`config.mk`:
```
export PLATFORM = sky130hd
export DESIGN_NAME = cau_queue
export DESIGN_NICKNAME = d
export VERILOG_FILES = /design/src/design/cau_queue.sv
export SDC_FILE = /design/constraint.sdc
export NUM_CORES = 1
export LEC_CHECK = 0
export BUFFER_PORTS_ARGS = -buffer_cell sky130_fd_sc_hd__buf_2
export CAP_MARGIN = 20
export CORE_MARGIN = 2
export CORE_UTILIZATION = 49
export DETAILED_ROUTE_END_ITERATION = 10
export PLACE_DENSITY = 0.75
export SKIP_CTS_REPAIR_TIMING = 1
export SLEW_MARGIN = 0
export SYNTH_ARGS = -nofsm -noshare
export SYNTH_HDL_FRONTEND = slang
export SYNTH_SLANG_ARGS = --single-unit
```
`constraint.sdc`:
```
create_clock -name i_clk -period 2.13 [get_ports i_clk]
set_clock_uncertainty 0.05 [all_clocks]
set_input_delay 0.639 -clock i_clk [delete_from_list [all_inputs] [get_ports i_clk]]
set_output_delay 0.639 -clock i_clk [all_outputs]
set_load 0.02 [all_outputs]
```
`src/design/cau_queue.sv`:
```
// ---------------------------------------------------------------------------
// cau_queue: two-entry queue between front and back
// decouples the input handshake from the back pipeline stall
// ---------------------------------------------------------------------------
`timescale 1ns / 1ps
`default_nettype none

module cau_queue #(
    parameter int WIDTH = 8
) (
    input  wire logic             i_clk,
    input  wire logic             i_rst_n,
    input  wire logic             i_push,
    input  wire logic [WIDTH-1:0] i_data,
    output logic                  o_full,
    output logic                  o_valid,
    input  wire logic             i_pop,
    output logic [WIDTH-1:0]      o_data
);

    logic [WIDTH-1:0] r_mem [0:1];
    logic             r_wr_ptr, r_rd_ptr;
    logic [1:0]       r_count;
    logic             do_push, do_pop;

    assign o_full  = (r_count == 2'd2);
    assign o_valid = (r_count != 2'd0);
    assign o_data  = r_mem[r_rd_ptr];
    assign do_push = i_push && !o_full;
    assign do_pop  = i_pop && o_valid;

    always_ff @(posedge i_clk) begin
        if (!i_rst_n) begin
            r_wr_ptr <= 1'b0;
            r_rd_ptr <= 1'b0;
            r_count  <= 2'd0;
        end else begin
            if (do_push) begin
                r_wr_ptr <= !r_wr_ptr;
            end
            if (do_pop) begin
                r_rd_ptr <= !r_rd_ptr;
            end
            r_count <= r_count + 2'(do_push) - 2'(do_pop);
        end
    end

    always_ff @(posedge i_clk) begin
        if (do_push) begin
            r_mem[r_wr_ptr] <= i_data;
        end
    end

endmodule

`default_nettype wire

```
==> metrics.yaml <==
status: "completed"
grt_util_all_layers: 0.1207
clockBufferDepth: 2
place_ws_ns: 0.2563
synth_top_area_share: 0.5926
fillCellCount: 119
grt_max_degree: 12
fp.dieArea_um2: 1996
num_vias: 454
placed_area_um2: 938.4
setup_viol: 0
worstPathRequired_ns: 1.44
worst_setup_path_start_kind: "register"
drt_wl_total_um: 1052
drc_errors: 0
yosysMostFrequentCell: "edfxtp_1"
worst_pin_slew_ns: 0.3736
crit_path_end: "o_data[4]"
ir_drop_mv: 0.6753
dr.pass1.iters: 3
seq_area_frac_synth: 0.7160
place.detailed.hpwl_um: 803.2
finalWorstSetupSlack_ns: 0.1903
grt_pass1_wl_um: 1669
die_y_um: 44.68
final_max_slew_viol_count: 0
clock-sinks: 21
place.gp.congestion: 0.6479
cts-root-buf: "clkbuf_4"
rows: 14
synthesis.nets: 65
post-route-min-period_ns: 1.940
finalHoldViolCount: 0
syn_inst: 51
start_util: 0.5320
syn_avg_cell_area_um2: 15.90
synthToLayoutAreaGrowth_pct: 19.14
critPathKind: "reg2out"
power_density_nw_per_um2: 1147
io_pins: 22
syn_area_um2: 810.8
nets: 91
holdWs_ns: 0.4432
drive_gt1_frac: 0.4737
ys_warn_count: 0
grt_overflow: 0
reg2reg_slack_ns: 0.52
fp.dieW_um: 44.68
clk_pin_slew_ns: 0.11
ys_ff_latch: 21
maxCapViolations: 0
finish.instance_area_um2: 965.9
synth_edf_count: 16
synth.top_cells.by_count: "edfxtp_1, mux2_2, dfxtp_1"
holdCritPathClass: "reg2reg"
clock_latency_ns: 0.29
drt_iter0_drc: 1
numCtsBuffers: 3
drt-vias-per-instance: 4.935
antenna_found_initial: 0
cp_data_arrival_time_ns: 1.25
htree_levels: 1
p_leak_uw: 0.0004125
dp_cells: 88
endpoint_kind: "primary output"
fin_setup_tns_ns: 0
coreArea_um2: 1524
synthDistinctLibCells: 16
netlist_top_cells_area: "edfxtp_1, dfxtp_1, mux2_2, ha_1, xnor2_1"
synth_top_area_cell: "edfxtp_1"
rr_startpoint: "r_count[0]"
max-slew-margin-rel: 0.7509
clock.fmax_ghz: 0.5155
r2r-end: "r_count[1]"
worstPathMaxFanout: 8
route.antenna.remaining_nets: 0
cts_tree: "built"
synth-main-ff-cell: "edfxtp_1"
wire_per_inst_um: 11.43
ff2ff_path_depth: 8
layoutNonFillerInstCount: 92
rsz0062_at_grt: "false"
min_period_over_period: 0.9107
io_buffers: 21
first_global_vias: 445
antenna_cells: 0
synthArstFlopShare: 0
-- stage by stage --
step / total power (µW) / utilization
6_report: 1108 / 0.6338
5_1_grt: 1180 / 0.6338
4_1_cts: 1125 / 0.6330
3_5_place_dp: 947.9 / 0.6158
3_3_place_gp: 938.9 / 0.6158
2_1_floorplan: 842.8 / -
-- cell type report --
type / count / area, µm² / area share
timing repair buffer: 22 / 112.6 / 0.1166
inverter: 3 / 11.26 / 0.01166
sequential: 21 / 581.8 / 0.6023
clock buffer: 4 / 26.28 / 0.02720
multi-input combinational: 26 / 214.0 / 0.2215
tap: 16 / 20.02 / 0.02073
-- layout by cell type, fill, tap and decap left out, drive strengths merged --
master / n
and2: 1
ha: 2
o21a: 1
or2: 1
dfxtp: 5
clkbuf: 4
xor2: 1
xnor2: 2
mux2i: 1
and3: 1
nor2: 4
mux2: 8
inv: 3
buf: 22
nand2: 2
nand2b: 2
edfxtp: 16
-- cell families after synthesis --
group | synth area share
and+or+nand+nor | 0.06637
xor gates and xnor gates | 0.03241
adders and majority gates | 0.03086
buffers and inverters | 0.02005
AOI/OAI and AO/OA | 0.01080
DFF | 0.7161
muxes | 0.1235
-- registers in the layout, indices dropped and copies added (netlist names), named ones only --
signal	count
r_mem	16
r_count	2
r_wr_ptr	1
r_rd_ptr	1
-- metal layers --
metal,global-route usage,vias up,share of wire
met4,0.07273,0,0
li1,-,231,-
met3,0.04490,0,0.068
met2,0.2203,12,0.52
met1,0.1108,211,0.41
met5,0,-,0
-- power breakdown --
part	total [µW]	internal, µW	switching (µW)
clock network	178	72.7	105
logic	362	170	192
registers	568	523	45.9
total	1110	766	343
-- worst max-delay path: stages (launching register included) --
cell	delay (ns)
dfxtp_2	0.45
mux2_2	0.36
buf_2	0.16
-- how the worst min path moves through the flow --
stage	from	depth (start not counted)	slack [ns]	to
2_1_floorplan	r_wr_ptr	2	0.40	r_wr_ptr
3_3_place_gp	r_wr_ptr	2	0.42	r_wr_ptr
3_5_place_dp	r_wr_ptr	2	0.43	r_wr_ptr
4_1_cts	r_wr_ptr	2	0.45	r_wr_ptr
5_1_grt	i_data[4]	1	0.46	r_mem[1][4]
6_report	r_wr_ptr	2	0.44	r_wr_ptr
Note: power is estimated with default switching activity, not from simulation.
