<file path="config.mk">
export PLATFORM = sky130hd
export DESIGN_NAME = cau_front
export DESIGN_NICKNAME = d
export VERILOG_FILES = /design/src/design/cau_pkg.sv /design/src/design/cau_front.sv
export SDC_FILE = /design/constraint.sdc
export NUM_CORES = 1
export LEC_CHECK = 0
export ABC_CLOCK_PERIOD_IN_PS = 14250
export BUFFER_PORTS_ARGS = -buffer_cell sky130_fd_sc_hd__buf_2
export CAP_MARGIN = 20
export CORE_ASPECT_RATIO = 1.1
export CORE_UTILIZATION = 66
export DETAILED_ROUTE_END_ITERATION = 8
export GPL_TIMING_DRIVEN = 0
export PLACE_DENSITY = 0.9
export SLEW_MARGIN = 5
export SYNTH_ARGS = -nofsm -noshare
export SYNTH_HDL_FRONTEND = slang
export SYNTH_SLANG_ARGS = --single-unit
</file>
<file path="constraint.sdc">
create_clock -name vclk -period 14.25
set_input_delay 1.425 -clock vclk [all_inputs]
set_output_delay 1.425 -clock vclk [all_outputs]
set_load 0.02 [all_outputs]
</file>
<file path="src/design/cau_pkg.sv">
// ---------------------------------------------------------------------------
// cau_pkg: shared types and constants of the complex arithmetic unit
// action codes, word classes, angle limits and the arctangent table
// ---------------------------------------------------------------------------
`timescale 1ns / 1ps
`default_nettype none

package cau_pkg;

    typedef enum logic [1:0] {
        ACT_ADD   = 2'd0,
        ACT_SUB   = 2'd1,
        ACT_MAG   = 2'd2,
        ACT_ANGLE = 2'd3
    } t_action;

    // how the back part treats a word
    typedef enum logic [1:0] {
        KIND_ARITH  = 2'd0,
        KIND_MAG    = 2'd1,
        KIND_CORDIC = 2'd2,
        KIND_FIXED  = 2'd3
    } t_kind;

    localparam int KIND_WIDTH  = 2;
    localparam int ANGLE_WIDTH = 15;
    localparam logic signed [ANGLE_WIDTH-1:0] ANGLE_LIMIT = 15'sd12868;

    // operands are scaled so that their top bit sits at bit X_SCALE - 1
    localparam int X_SCALE    = 40;
    localparam int X_WIDTH    = 43;
    localparam int Z_WIDTH    = 33;
    localparam int ATAN_WIDTH = 31;
    localparam int ROUND_SHIFT = 17;

    // atan(2^-i) * 2^30, truncated
    function automatic logic [ATAN_WIDTH-1:0] atan_entry(input logic [4:0] idx);
        logic [ATAN_WIDTH-1:0] v;
        unique case (idx)
            5'd0:  v = 31'd843314856;
            5'd1:  v = 31'd497837829;
            5'd2:  v = 31'd263043836;
            5'd3:  v = 31'd133525158;
            5'd4:  v = 31'd67021686;
            5'd5:  v = 31'd33543515;
            5'd6:  v = 31'd16775850;
            5'd7:  v = 31'd8388437;
            5'd8:  v = 31'd4194282;
            5'd9:  v = 31'd2097149;
            5'd10: v = 31'd1048575;
            5'd11: v = 31'd524287;
            5'd12: v = 31'd262143;
            5'd13: v = 31'd131071;
            5'd14: v = 31'd65535;
            5'd15: v = 31'd32767;
            5'd16: v = 31'd16383;
            5'd17: v = 31'd8191;
            5'd18: v = 31'd4095;
            5'd19: v = 31'd2047;
            5'd20: v = 31'd1023;
            5'd21: v = 31'd511;
            5'd22: v = 31'd255;
            5'd23: v = 31'd127;
            5'd24: v = 31'd63;
            5'd25: v = 31'd31;
            5'd26: v = 31'd15;
            5'd27: v = 31'd7;
            5'd28: v = 31'd3;
            5'd29: v = 31'd1;
            default: v = 31'd0;
        endcase
        return v;
    endfunction

endpackage

`default_nettype wire

</file>
<file path="src/design/cau_front.sv">
// ---------------------------------------------------------------------------
// cau_front: front part of the complex arithmetic unit
// classifies a word, does add and subtract, squares and scales the operand
// ---------------------------------------------------------------------------
`timescale 1ns / 1ps
`default_nettype none

module cau_front #(
    parameter int PART_WIDTH = 16
) (
    input  wire logic [1:0]                          i_action,
    input  wire logic signed [PART_WIDTH-1:0]        i_a_real,
    input  wire logic signed [PART_WIDTH-1:0]        i_a_imag,
    input  wire logic signed [PART_WIDTH-1:0]        i_b_real,
    input  wire logic signed [PART_WIDTH-1:0]        i_b_imag,
    output cau_pkg::t_kind                           o_kind,
    output logic signed [PART_WIDTH:0]               o_rr,
    output logic signed [PART_WIDTH:0]               o_ri,
    output logic [2*PART_WIDTH-1:0]                  o_sq_re,
    output logic [2*PART_WIDTH-1:0]                  o_sq_im,
    output logic signed [cau_pkg::X_WIDTH-1:0]       o_x0,
    output logic signed [cau_pkg::X_WIDTH-1:0]       o_y0,
    output logic signed [cau_pkg::ANGLE_WIDTH-1:0]   o_fix_angle,
    output logic                                     o_undef
);

    localparam int FRAC = cau_pkg::X_SCALE - PART_WIDTH;

    cau_pkg::t_action           act;
    logic signed [PART_WIDTH:0] ar_e, ai_e, br_e, bi_e;
    logic signed [PART_WIDTH:0] abs_r, abs_i, cr, ci;
    logic [PART_WIDTH-1:0]      ur, ui;
    logic                       re_zero, im_zero;

    always_comb begin
        act   = cau_pkg::t_action'(i_action);
        ar_e  = (PART_WIDTH+1)'(i_a_real);
        ai_e  = (PART_WIDTH+1)'(i_a_imag);
        br_e  = (PART_WIDTH+1)'(i_b_real);
        bi_e  = (PART_WIDTH+1)'(i_b_imag);
        abs_r = ar_e[PART_WIDTH] ? -ar_e : ar_e;
        abs_i = ai_e[PART_WIDTH] ? -ai_e : ai_e;
        ur    = abs_r[PART_WIDTH-1:0];
        ui    = abs_i[PART_WIDTH-1:0];
        // left half plane folds onto the right, the quotient keeps its value
        cr    = ar_e[PART_WIDTH] ? -ar_e : ar_e;
        ci    = ar_e[PART_WIDTH] ? -ai_e : ai_e;
        re_zero = (i_a_real == '0);
        im_zero = (i_a_imag == '0);

        o_sq_re = (2*PART_WIDTH)'(ur) * (2*PART_WIDTH)'(ur);
        o_sq_im = (2*PART_WIDTH)'(ui) * (2*PART_WIDTH)'(ui);
        o_x0    = cau_pkg::X_WIDTH'(cr) <<< FRAC;
        o_y0    = cau_pkg::X_WIDTH'(ci) <<< FRAC;

        o_rr        = '0;
        o_ri        = '0;
        o_fix_angle = '0;
        o_undef     = 1'b0;
        unique case (act)
            cau_pkg::ACT_ADD: begin
                o_kind = cau_pkg::KIND_ARITH;
                o_rr   = ar_e + br_e;
                o_ri   = ai_e + bi_e;
            end
            cau_pkg::ACT_SUB: begin
                o_kind = cau_pkg::KIND_ARITH;
                o_rr   = ar_e - br_e;
                o_ri   = ai_e - bi_e;
            end
            cau_pkg::ACT_MAG: begin
                o_kind = cau_pkg::KIND_MAG;
            end
            default: begin
                priority if (re_zero && im_zero) begin
                    o_kind  = cau_pkg::KIND_FIXED;
                    o_undef = 1'b1;
                end else if (re_zero) begin
                    o_kind      = cau_pkg::KIND_FIXED;
                    o_fix_angle = i_a_imag[PART_WIDTH-1] ? -cau_pkg::ANGLE_LIMIT
                                                         : cau_pkg::ANGLE_LIMIT;
                end else if (im_zero) begin
                    o_kind = cau_pkg::KIND_FIXED;
                end else begin
                    o_kind = cau_pkg::KIND_CORDIC;
                end
            end
        endcase
    end

endmodule

`default_nettype wire

</file>
==> results.py, run 1 <==
metrics = {
    "clocking": {
        "post_cts_buffers": 0,
        "ctsResizeCount": 0,
        "cts_hold_buf": 0,
    },
    "place": {
        "placement.cell_area_um2": 19700,
        "port_buffers": 213,
        "pre_cts_slack_ps": 2130,
        "gp_congestion": 0.986,
        "dp_hpwl_mm": 42.5,
    },
    "setup_path": {
        "path_class": "in -> out",
        "slowest_stage": "xor2_1",
        "critPathMaxFanout": 11,
        "endpoint_kind": "output pin",
        "crit_family": "adder cells",
        "crit_path_start_kind": "primary input",
        "path_depth": 31,
        "arrival_ps": 10900,
        "critPathLaunch": "i_a_imag[0]",
        "critPathRequiredTime_ps": 12820,
        "slowest_delay_ps": 850,
        "cp_num_buf_inv": 11,
    },
    "route": {
        "drc": 0,
        "dr.pass1.iters": 7,
        "first_iter_violations": 1220,
        "via_per_inst": 5.73,
        "finalWirelength_mm": 48.9,
        "wire_per_inst_um": 17.3,
        "num_vias": 16200,
        "drt.antenna.violating_nets": 0,
    },
    "synthesis": {
        "synth_common_cells": "inv_1 (465), fa_1 (328), ha_1 (227)",
        "yosys.area_share.adder_pct": 52.3,
        "synthMuxAreaShare_pct": 0.299,
        "avgSynthCellArea_um2": 8.21,
        "syn_area_um2": 18000,
        "synthSimpleGateAreaFrac_pct": 13.8,
        "synth.most_common_cell": "inv_1",
        "synthCells": 2190,
        "yosys.area_share.xor_xnor_pct": 7.94,
        "synth_top_family_by_area": "adder cells",
        "synth_cell_type_count": 70,
        "ys_warn_count": 0,
        "synth_compound_area_share_pct": 11.2,
        "seq_area_frac_synth_pct": 0,
        "yosys.area.top_type": "fa_1",
        "synth_area_leaders": "fa_1 (37%), ha_1 (16%), inv_1 (9.7%)",
        "synth_top_area_share_pct": 36.5,
    },
    "layout": {
        "finalInstanceArea_um2": 19700,
        "nClkBuffers": 0,
        "drive_gt1_share_pct": 13.2,
        "seqCellArea_um2": 0,
        "seq_cells": 0,
        "nets": 3091,
        "area_growth_pct": 9.78,
        "fillers": 1941,
    },
    "sta": {
        "rsz0062_at_grt": "no",
        "finalSetupTns_ps": 0,
        "fmax_mhz": 81.1,
        "hold_viol_final": 0,
        "fin_crit_ps": 12330,
        "tightestPinTransition_ps": 1120,
        "fin_crit_sh_pct": 86.5,
        "drv_slew": 0,
        "post-route-worst-setup-slack_ps": 1920,
        "whs_ps": 3230,
        "relSlewSlack_pct": 24.8,
        "finalSetupViolations": 0,
    },
    "worst_hold_path": {
        "min_from": "i_a_imag[8]",
        "holdCritPathClass": "in -> out",
        "holdPathStages": 3,
    },
    "outcome": {
        "status": "finished, final reports clean",
    },
    "floorplan": {
        "chipWidth_um": 159,
        "ios": 268,
        "start_util_pct": 67.9,
        "die_y_um": 175,
        "dieArea_um2": 27900,
        "coreArea_um2": 26500,
        "rows": 62,
    },
    "global_route": {
        "gr-usage-all-layers_pct": 35.5,
        "grt_max_degree": 12,
        "grt_pass1_wl_mm": 79.8,
        "antenna_found_initial": 1,
        "grt-ovfl-total": 0,
        "grt_pass1_vias": 16700,
    },
    "job": {
        "maxCapViolCount": 0,
    },
}
==> worst min-delay path, delay by kind of cell <==
family / cells / cell delay (ps)
xor gates and xnor gates: 1 / 80
buffers and inverters: 2 / 290
==> metal layers <==
| metal | track usage [%] | part of all wire (%) | up-vias |
|---|---|---|---|
| met1 | 43.9 | 38 | 7759 |
| met2 | 62.8 | 49 | 918 |
| met5 | 0 | 0 | - |
| li1 | - | - | 7301 |
| met3 | 4.37 | 8.3 | 194 |
| met4 | 15.1 | 4.7 | 0 |
==> worst paths after layout <==
check                 slack, ps     endpoint
worst max-delay path       1920  o_sq_im[26]
worst min-delay path       3230     o_y0[32]
==> cells by family (layout without fill, tap and decap cells) <==
| kind of cell | count (synthesis) | count (layout) |
|---|---|---|
| simple gates | 549 | 549 |
| compound gates | 306 | 306 |
| xor+xnor | 160 | 160 |
| buf+inv | 613 | 827 |
| other cells | 2 | 67 |
| mux | 5 | 5 |
| fa+ha+maj | 555 | 555 |
==> metrics by stage <==
stage | cells | utilization [%]
4_1_cts | 2819 | 74.5
6_report | 2821 | 74.6
2_1_floorplan | 2254 | -
3_5_place_dp | 2819 | 74.5
3_3_place_gp | 2819 | 74.5
5_1_grt | 2821 | 74.6
==> placed cells by master, fill, tap and decap left out, types with 50 or more instances in the layout <==
cell type	count
nand2_1	181
buf_2	214
conb_1	66
buf_4	72
ha_1	227
fa_1	328
a21oi_1	91
xnor2_1	102
xor2_1	56
inv_1	465
clkbuf_1	50
nor2_1	197
a21o_1	51
==> final cells by class <==
cell class | count | area (um2) | area share, %
Antenna cell | 1 | 2.50 | 0.0127
Buffer | 127 | 759 | 3.85
Inverter | 486 | 1820 | 9.25
Multi-Input combinational cell | 1641 | 15600 | 79.2
Tap cell | 352 | 440 | 2.23
Timing Repair Buffer | 214 | 1070 | 5.44
Power of run 1 is not shown: default switching activity piles up to over one toggle a cycle in this logic, so the estimate is an artifact.
==> run 2, diff against run 1 <==
--- a/config.mk
+++ b/config.mk
@@ -12,6 +12,7 @@
 export CORE_UTILIZATION = 66
 export DETAILED_ROUTE_END_ITERATION = 8
 export GPL_TIMING_DRIVEN = 0
+export MAX_ROUTING_LAYER = met4
 export PLACE_DENSITY = 0.9
 export SLEW_MARGIN = 5
 export SYNTH_ARGS = -nofsm -noshare
==> run 2 against run 1 <==
Compared with the run above:
- count of clock-buffer cells in the layout is the same
- highest routed layer unchanged
- critical path type unchanged
- flip-flop and latch count is the same
- worst hold slack lost 6.6 ps
- critical path depth is the same
- worst setup slack gained 160 ps
- via count shrank 0.95%
- die area is the same
- global-route usage grew 1.3 points
- fmax grew 1.3%
==> results.py, run 2 (synthesis gave the netlist of run 1 again) <==
metrics = {
    "global_route": {
        "grt_pass1_wl_mm": 80.0,
        "grt-ovfl-total": 0,
        "gr-usage-all-layers_pct": 36.9,
        "grt_pass1_vias": 16600,
        "antenna_found_initial": 0,
        "grt_max_degree": 12,
    },
    "worst_hold_path": {
        "holdCritPathClass": "in -> out",
        "min_from": "i_a_imag[8]",
    },
    "setup_path": {
        "slowest_delay_ps": 840,
        "critPathMaxFanout": 11,
        "critPathRequiredTime_ps": 12820,
        "critPathLaunch": "i_a_imag[0]",
        "crit_path_start_kind": "primary input",
        "endpoint_kind": "output pin",
        "slowest_stage": "xor2_1",
        "path_class": "in -> out",
        "arrival_ps": 10740,
        "worstSetupEndpoint": "o_sq_im[26]",
    },
    "job": {
        "maxCapViolCount": 0,
    },
    "route": {
        "drc": 0,
        "dr.pass1.iters": 6,
        "num_vias": 16000,
        "finalWirelength_mm": 49.2,
        "via_per_inst": 5.68,
        "drt.antenna.violating_nets": 0,
        "first_iter_violations": 1205,
        "wire_per_inst_um": 17.4,
    },
    "layout": {
        "area_growth_pct": 9.72,
        "nClkBuffers": 0,
        "final_cell_mix": "inv_1 (465), fa_1 (328), ha_1 (227), buf_2 (214), nor2_1 (197)",
        "seqCellArea_um2": 0,
        "seq_cells": 0,
        "nets": 3090,
        "drive_gt1_share_pct": 13.1,
        "final_common_cell": "inv_1",
        "insertedDiodeCount": 0,
    },
    "clocking": {
        "ctsResizeCount": 0,
        "post_cts_buffers": 0,
        "cts_hold_buf": 0,
    },
    "sta": {
        "fmax_mhz": 82.2,
        "finalSetupViolations": 0,
        "drv_slew": 0,
        "tightestPinTransition_ps": 1070,
        "rsz0062_at_grt": "no",
        "hold_viol_final": 0,
        "relSlewSlack_pct": 28.4,
        "fin_crit_ps": 12170,
        "finalSetupTns_ps": 0,
        "fin_crit_sh_pct": 85.4,
    },
    "floorplan": {
        "ios": 268,
        "chipWidth_um": 159,
        "rows": 62,
        "dieArea_um2": 27900,
        "start_util_pct": 67.9,
        "die_y_um": 175,
        "coreArea_um2": 26500,
    },
    "place": {
        "gp_congestion": 0.989,
        "port_buffers": 213,
        "dp_hpwl_mm": 42.8,
    },
    "outcome": {
        "status": "finished, final reports clean",
    },
}
## run 2: changes by cell type in the layout (fill, tap and decap cells not counted)
cell     change
buf_4        -1
diode_2      -1
## run 2: critical path, delay by kind of cell
| kind | cells | cell delay (ps) |
|---|---|---|
| AND/OR/NAND/NOR | 4 | 1250 |
| AO/OA/AOI/OAI | 6 | 1640 |
| adder cells (fa/ha/maj) | 8 | 3650 |
| buffers and inverters | 11 | 1780 |
| XOR/XNOR | 2 | 990 |
## run 2: metrics by stage
step / cells / setup slack [ps] / area (um2) / util (%) / hold slack [ps]
3_5_place_dp: 2819 / 2300 / 19700 / 74.5 / 3220
4_1_cts: 2819 / 2270 / 19700 / 74.5 / 3220
6_report: 2819 / 2080 / 19700 / 74.5 / 3220
3_3_place_gp: 2819 / 2340 / 19700 / 74.5 / 3230
5_1_grt: 2819 / 1650 / 19700 / 74.5 / 3230
2_1_floorplan: 2254 / 3710 / 18200 / - / 2930
## run 2: cell type report
class / count / area (um2)
multi-input cells: 1641 / 15600
fillers: 1987 / 6740
inverters: 486 / 1820
repair buffers: 213 / 1070
plain buffers: 127 / 759
well taps: 352 / 440
## run 2: worst min path at each step
stage                             to  slack, ps  depth (start not counted)
after floorplan           o_sq_im[2]       2930                          1
after global placement      o_y0[32]       3230                          3
after detailed placement    o_y0[32]       3220                          3
after CTS                   o_y0[32]       3220                          3
after global routing        o_y0[32]       3230                          3
final                       o_y0[32]       3220                          3
## run 2: routing by layer
layer | global-route usage, % | wire [um] | vias up
met4 | 12.9 | 2000 | 0
met5 | - | 0 | -
met3 | 4.46 | 4250 | 159
li1 | - | - | 7317
met2 | 63.6 | 24000 | 866
met1 | 44.8 | 18900 | 7677
Power of run 2 is left out for the same reason.
